[config.mk]
export PLATFORM = sky130hd
export DESIGN_NAME = w3f_div
export DESIGN_NICKNAME = d
export VERILOG_FILES = /design/src/w3f_pkg.sv /design/src/w3f_div.sv
export SDC_FILE = /design/constraint.sdc
export NUM_CORES = 1
export LEC_CHECK = 0
export BUFFER_PORTS_ARGS = -buffer_cell sky130_fd_sc_hd__buf_2
export CORE_ASPECT_RATIO = 0.6
export CORE_MARGIN = 5
export CORE_UTILIZATION = 42
export DETAILED_ROUTE_END_ITERATION = 6
export GPL_ROUTABILITY_DRIVEN = 0
export SYNTH_ARGS = -nofsm -noshare
export SYNTH_HDL_FRONTEND = slang
export SYNTH_SLANG_ARGS = --single-unit
export TNS_END_PERCENT = 50
[constraint.sdc]
create_clock -name i_clk -period 4.12 [get_ports i_clk]
set_clock_uncertainty 0.05 [all_clocks]
set_input_delay 0.206 -clock i_clk [delete_from_list [all_inputs] [get_ports i_clk]]
set_output_delay 0.206 -clock i_clk [all_outputs]
set_load 0.02 [all_outputs]
[src/w3f_pkg.sv]
// ----------------------------------------------------------------------------
// 3x3 window filter package
// Shared widths, mode codes and the pipeline depth of the quotient unit.
// ----------------------------------------------------------------------------
`default_nettype none
package w3f_pkg;
    localparam int PIX_W   = 8;
    localparam int NPIX    = 9;
    localparam int MODE_W  = 3;
    localparam int SQ_W    = 20;   // sum of nine squares < 2^20
    localparam int CU_W    = 28;   // sum of nine cubes < 2^28
    localparam int Q_W     = 8;    // quotient never exceeds the largest sample

    typedef enum logic [MODE_W-1:0] {
        MODE_GAUSS  = 3'd0,
        MODE_MEDIAN = 3'd1,
        MODE_SOBEL  = 3'd2,
        MODE_MEAN   = 3'd3,
        MODE_CHARM  = 3'd4
    } t_mode;

    typedef logic [PIX_W-1:0] t_pix;
    typedef t_pix t_win [NPIX];
endpackage
`default_nettype wire

[src/w3f_div.sv]
// ----------------------------------------------------------------------------
// 3x3 window filter quotient unit
// Pipelined restoring divider, one quotient bit per stage, 8 stages.
// ----------------------------------------------------------------------------
`default_nettype none
module w3f_div (
    input  wire logic                    i_clk,
    input  wire logic                    i_en,
    input  wire logic [w3f_pkg::CU_W-1:0] i_num,
    input  wire logic [w3f_pkg::SQ_W-1:0] i_den,
    input  wire logic [7:0]              i_side,   // result of the other modes
    output logic [7:0]                   o_side,
    output logic [w3f_pkg::Q_W-1:0]      o_quo
);
    import w3f_pkg::*;

    logic [CU_W-1:0] r_rem  [Q_W];
    logic [SQ_W-1:0] r_den  [Q_W];
    logic [Q_W-1:0]  r_quo  [Q_W];
    logic [7:0]      r_side [Q_W];

    // Stage k tests quotient bit Q_W-1-k: compare rem with den << bit.
    for (genvar k = 0; k < Q_W; k++) begin : g_stage
        localparam int B = Q_W - 1 - k;
        logic [CU_W-1:0]     n_rem;
        logic [SQ_W-1:0]     n_den;
        logic [Q_W-1:0]      n_quo;
        logic [7:0]          n_sd;
        logic [CU_W+Q_W-1:0] n_sh;
        logic                n_ge;
        if (k == 0) begin : g_first
            assign n_rem = i_num;
            assign n_den = i_den;
            assign n_quo = '0;
            assign n_sd  = i_side;
        end else begin : g_next
            assign n_rem = r_rem[k-1];
            assign n_den = r_den[k-1];
            assign n_quo = r_quo[k-1];
            assign n_sd  = r_side[k-1];
        end
        assign n_sh = (CU_W+Q_W)'(n_den) << B;
        assign n_ge = (n_den != '0) && ((CU_W+Q_W)'(n_rem) >= n_sh);
        always_ff @(posedge i_clk) begin
            if (i_en) begin
                r_rem[k]  <= n_ge ? CU_W'((CU_W+Q_W)'(n_rem) - n_sh) : n_rem;
                r_den[k]  <= n_den;
                r_quo[k]  <= n_quo | (n_ge ? Q_W'(1) << B : '0);
                r_side[k] <= n_sd;
            end
        end
    end

    assign o_quo  = r_quo[Q_W-1];
    assign o_side = r_side[Q_W-1];
endmodule
`default_nettype wire

==> summary by stage <==
Drt
The routed wire length is 57000 um. The number of DRC markers after the initial detailed-route iteration is 2065. The first detailed-routing pass took 5 iterations. Across all layers, the routed design uses 16651 vias. The DRC violation count after routing is 0. Dividing the detail-routed wire length by the instance count gives 19.1 um. The count of antenna-violating nets left after detailed routing is 0. The number of vias per cell is 5.57.

STA
For this run, the top clock speed supported by timing is 0.266 GHz. The worst pin sits at a relative slew slack of 21.3%. The total of endpoints with negative setup slack in the final report is 0.

The transition at the pin with the smallest max-transition slack is 1.17 ns. The final hold violation count was 0. The aggregate negative setup slack is 0 ns.

The final critical-path setup slack is 0.362 ns. The worst-case hold slack is 0.113 ns. Dividing the final minimum period by the clock period gives 91.2%. Setup repair after global routing left no endpoint under its margin. The worst path needs 3.76 ns of the cycle, external delays included. The max-slew violation count came to 0.

Global routing
The pin count of the biggest net entering global routing is 91. The number of antenna violations at the first check in global routing is 1. The total congestion overflow after global routing is 0. Across every metal layer, demand over resource in global routing totals 18.3%. The first global-routing pass estimated 89100 um of wire. The via count of the first global-routing pass is 15459.

Final layout
The relative area change from synthesis to final layout is 13.8%. The count of placed standard cells in the final layout, fillers left out is 2991. The fraction of layout cells with a size suffix above 1 is 11.0%.

The net count of the finished layout is 2426. The cell area after layout is 0.0270 mm^2. Once layout is complete, the utilization of the core stands at 48.4%.

Logic synthesis
The adder-cell share of the synthesized area is 9.02%. The number of nets in the synthesized netlist is 2273. The synthesized design contains 436 enable-type register cells. The fraction of the mapped netlist area in compound gates is 13.2%. A synthesized cell averages 11.6 um^2. In the synthesized netlist the async set-or-reset flop fraction comes to 0%. The most common flop cell mapped by yosys is sky130_fd_sc_hd__edfxtp_1. The netlist uses 76 different library cells.

Summing the areas of all xor and xnor instances in the mapped netlist gives 4.72% of the synthesized area. The combinational family with the most area after synthesis is compound AO/OA/AOI/OAI gates. The sequential area share after synthesis is 55.1%. Of the total synthesized cell area, the portion taken by AND, OR, NAND and NOR gates is 10.9%. The post-synthesis instance area is 0.0238 mm^2. Measured against the total synthesized area, the mux share comes to 3.09%. For this run, the number of Yosys warnings is 0. The cell count after synthesis came out at 2048. Synthesis inferred 436 register bits.

Setup path
The category of the critical setup timing path is reg2reg. The cell at the slowest stage of the critical path is sky130_fd_sc_hd__a2111oi_1. The maximum net fanout on the critical path is 3.

In this design, the stage delay of the slowest critical-path cell is 0.55 ns. The capture instance of the worst register-to-register path is r_rem[1][25]. In this run the register-to-register setup slack is 0.36 ns. The arrival time reported for the critical path endpoint is 4.00 ns. The worst register-to-register path has a depth of 11. By instance count, the cell type seen most on the critical path is sky130_fd_sc_hd__o21ai_0. The reg-to-reg critical path startpoint is r_den[0][20].

The number of buffers and inverters on the critical path is 1. Walking the worst path, the cells encountered are ha_1, inv_1, fa_1, a211o_1, a2111oi_1, nor3_1, o21ai_0, a31oi_1, o21ai_0, nand3b_1, xnor2_1. STA puts the critical path data required time at 4.36 ns. In this run the number of cells on the critical path is 11. The family of cells with the greatest summed delay on the critical path is compound AO/OA/AOI/OAI gates. The end of the critical path is r_rem[1][25]. The critical path starts at r_den[0][20]. The worst setup path is launched from a register.

The capturing element type of the critical path is a register.

Placement
During placement, the flow inserted port buffers numbering 73. The setup slack after placement is 0.388 ns. The HPWL after detailed placement is 42800 um. The cell total after placement is 2858. The standard cell area after detailed placement is 0.0252 mm^2.

Floorplanning
The starting utilization of the core area is 42.5%. The core area is 0.0559 mm^2. The height of the chip is 194 um. The floorplan step defined a die boundary enclosing 0.0616 mm^2. The number of standard-cell rows in the floorplan is 67.

The number of top-level pins is 74. The chip width is 317 um.

Clock tree
The number of buffers inserted during clock tree synthesis is 44. The buffer levels on the longest clock path is 3. The total number of clock tree sinks is 436. The clock reaches the later pin of the worst-skew pair after 0.57 ns. The tree is rooted in a sky130_fd_sc_hd__clkbuf_16. TritonCTS built the clock tree. The clock slew seen by the registers of the worst setup and hold paths is 0.06 ns. The H-tree depth reported by CTS is 2.

Power
Summed over all cells, the static leakage comes to 10.5 nW. The worst-case vdd ir drop is 0.342 mV. In this run the power density over the cells is 621 mW/mm^2. The total chip power is 16.8 mW.

Job
The number of maximum-capacitance violations is 0.

Status
The run finished with clean final reports.

Min path
In this run the worst hold path is classified as in2reg.
[cell type report]
type                    count  area (um^2)
clock buffers              57         1170
inverters                 199          747
repair buffers            153         1180
clock inverters            19          149
multi-input cells        1367         9750
diodes                      1         2.50
fillers                  4976        28900
flip-flops and latches    436        13100
well taps                 759          950
[cell families after synthesis]
kind of cell    count (synthesis)
flops                         436
simple gates                  512
mux                            66
buf+inv                       245
fa+ha+maj                     167
xor+xnor                      128
compound gates                494
[how the worst min path moves through the flow]
stage | to | slack, ns | depth (start not counted) | start
2_1_floorplan | r_den[0][0] | 0.25 | 0 | i_den[0]
6_report | r_side[0][2] | 0.11 | 1 | i_en
5_1_grt | r_side[0][2] | 0.13 | 1 | i_en
3_3_place_gp | r_side[0][2] | 0.33 | 1 | i_side[2]
3_5_place_dp | r_side[0][2] | 0.33 | 1 | i_side[2]
4_1_cts | r_side[0][2] | 0.13 | 1 | i_en
[Yosys cell counts (all sizes together) (8+ instances only)]
| cell type | count | area, um^2 |
|---|---|---|
| buf | 13 | 61.3 |
| o31ai | 10 | 75.1 |
| xor2 | 51 | 447 |
| ha | 160 | 2000 |
| a21oi | 139 | 699 |
| a21o | 53 | 400 |
| o21bai | 10 | 75.1 |
| nand4 | 29 | 181 |
| edfxtp | 436 | 13100 |
| or3 | 8 | 50.1 |
| o211ai | 13 | 97.6 |
| o31a | 9 | 78.8 |
| a211oi | 18 | 135 |
| or2 | 9 | 56.3 |
| nand3 | 36 | 180 |
| and3 | 13 | 82.6 |
| a31oi | 21 | 138 |
| o21a | 23 | 173 |
| clkbuf | 33 | 124 |
| nor4 | 54 | 338 |
| inv | 199 | 747 |
| mux2 | 59 | 664 |
| a211o | 10 | 87.6 |
| o21ai | 130 | 654 |
| xnor2 | 77 | 674 |
| nand2b | 19 | 119 |
| nor3 | 27 | 145 |
| nor2 | 121 | 454 |
| nor2b | 21 | 131 |
| nand2 | 131 | 492 |
[layer usage]
layer | GRT usage [%] | share of wire (%) | vias to the layer above
li1 | - | - | 7966
met1 | 31.5 | 52 | 7990
met2 | 23.0 | 37 | 639
met3 | 4.36 | 9.7 | 56
met4 | 2.78 | 1.2 | 0
met5 | 0 | 0 | -
[cells in the final DEF (no fill, tap or decap), types with 29 or more instances in the layout]
master / n
sky130_fd_sc_hd__inv_1: 199
sky130_fd_sc_hd__nand2_1: 131
sky130_fd_sc_hd__ha_1: 160
sky130_fd_sc_hd__buf_2: 72
sky130_fd_sc_hd__dlygate4sd3_1: 56
sky130_fd_sc_hd__nand4_1: 29
sky130_fd_sc_hd__o21ai_0: 127
sky130_fd_sc_hd__edfxtp_1: 436
sky130_fd_sc_hd__xnor2_1: 77
sky130_fd_sc_hd__mux2_2: 59
sky130_fd_sc_hd__a21oi_1: 138
sky130_fd_sc_hd__a21o_1: 51
sky130_fd_sc_hd__clkbuf_16: 45
sky130_fd_sc_hd__nor4_1: 54
sky130_fd_sc_hd__nor2_1: 121
sky130_fd_sc_hd__nand3_1: 36
sky130_fd_sc_hd__xor2_1: 51
[registers in the layout, summed over array words and instances (netlist names)]
signal and count:
r_den 140, r_side 64, r_quo 36, r_rem 196
[report_power, final]
part / leakage (nW) / internal [mW] / switching (mW)
Sequential: 4.23 / 6.20 / 0.578
Clock: 0.641 / 2.13 / 1.67
Combinational: 5.65 / 2.73 / 3.49
[timing repair]
| item | 4_1_cts | 5_1_grt |
|---|---|---|
| hold buffers | 56 | 0 |
| hold endpoints to repair | 56 | 0 |
| buffers inserted | 0 | 0 |
| endpoints found under the setup margin | 0 | 2 |
| gates resized for setup | 0 | 1 |
Power figures use the tool's default switching activity.
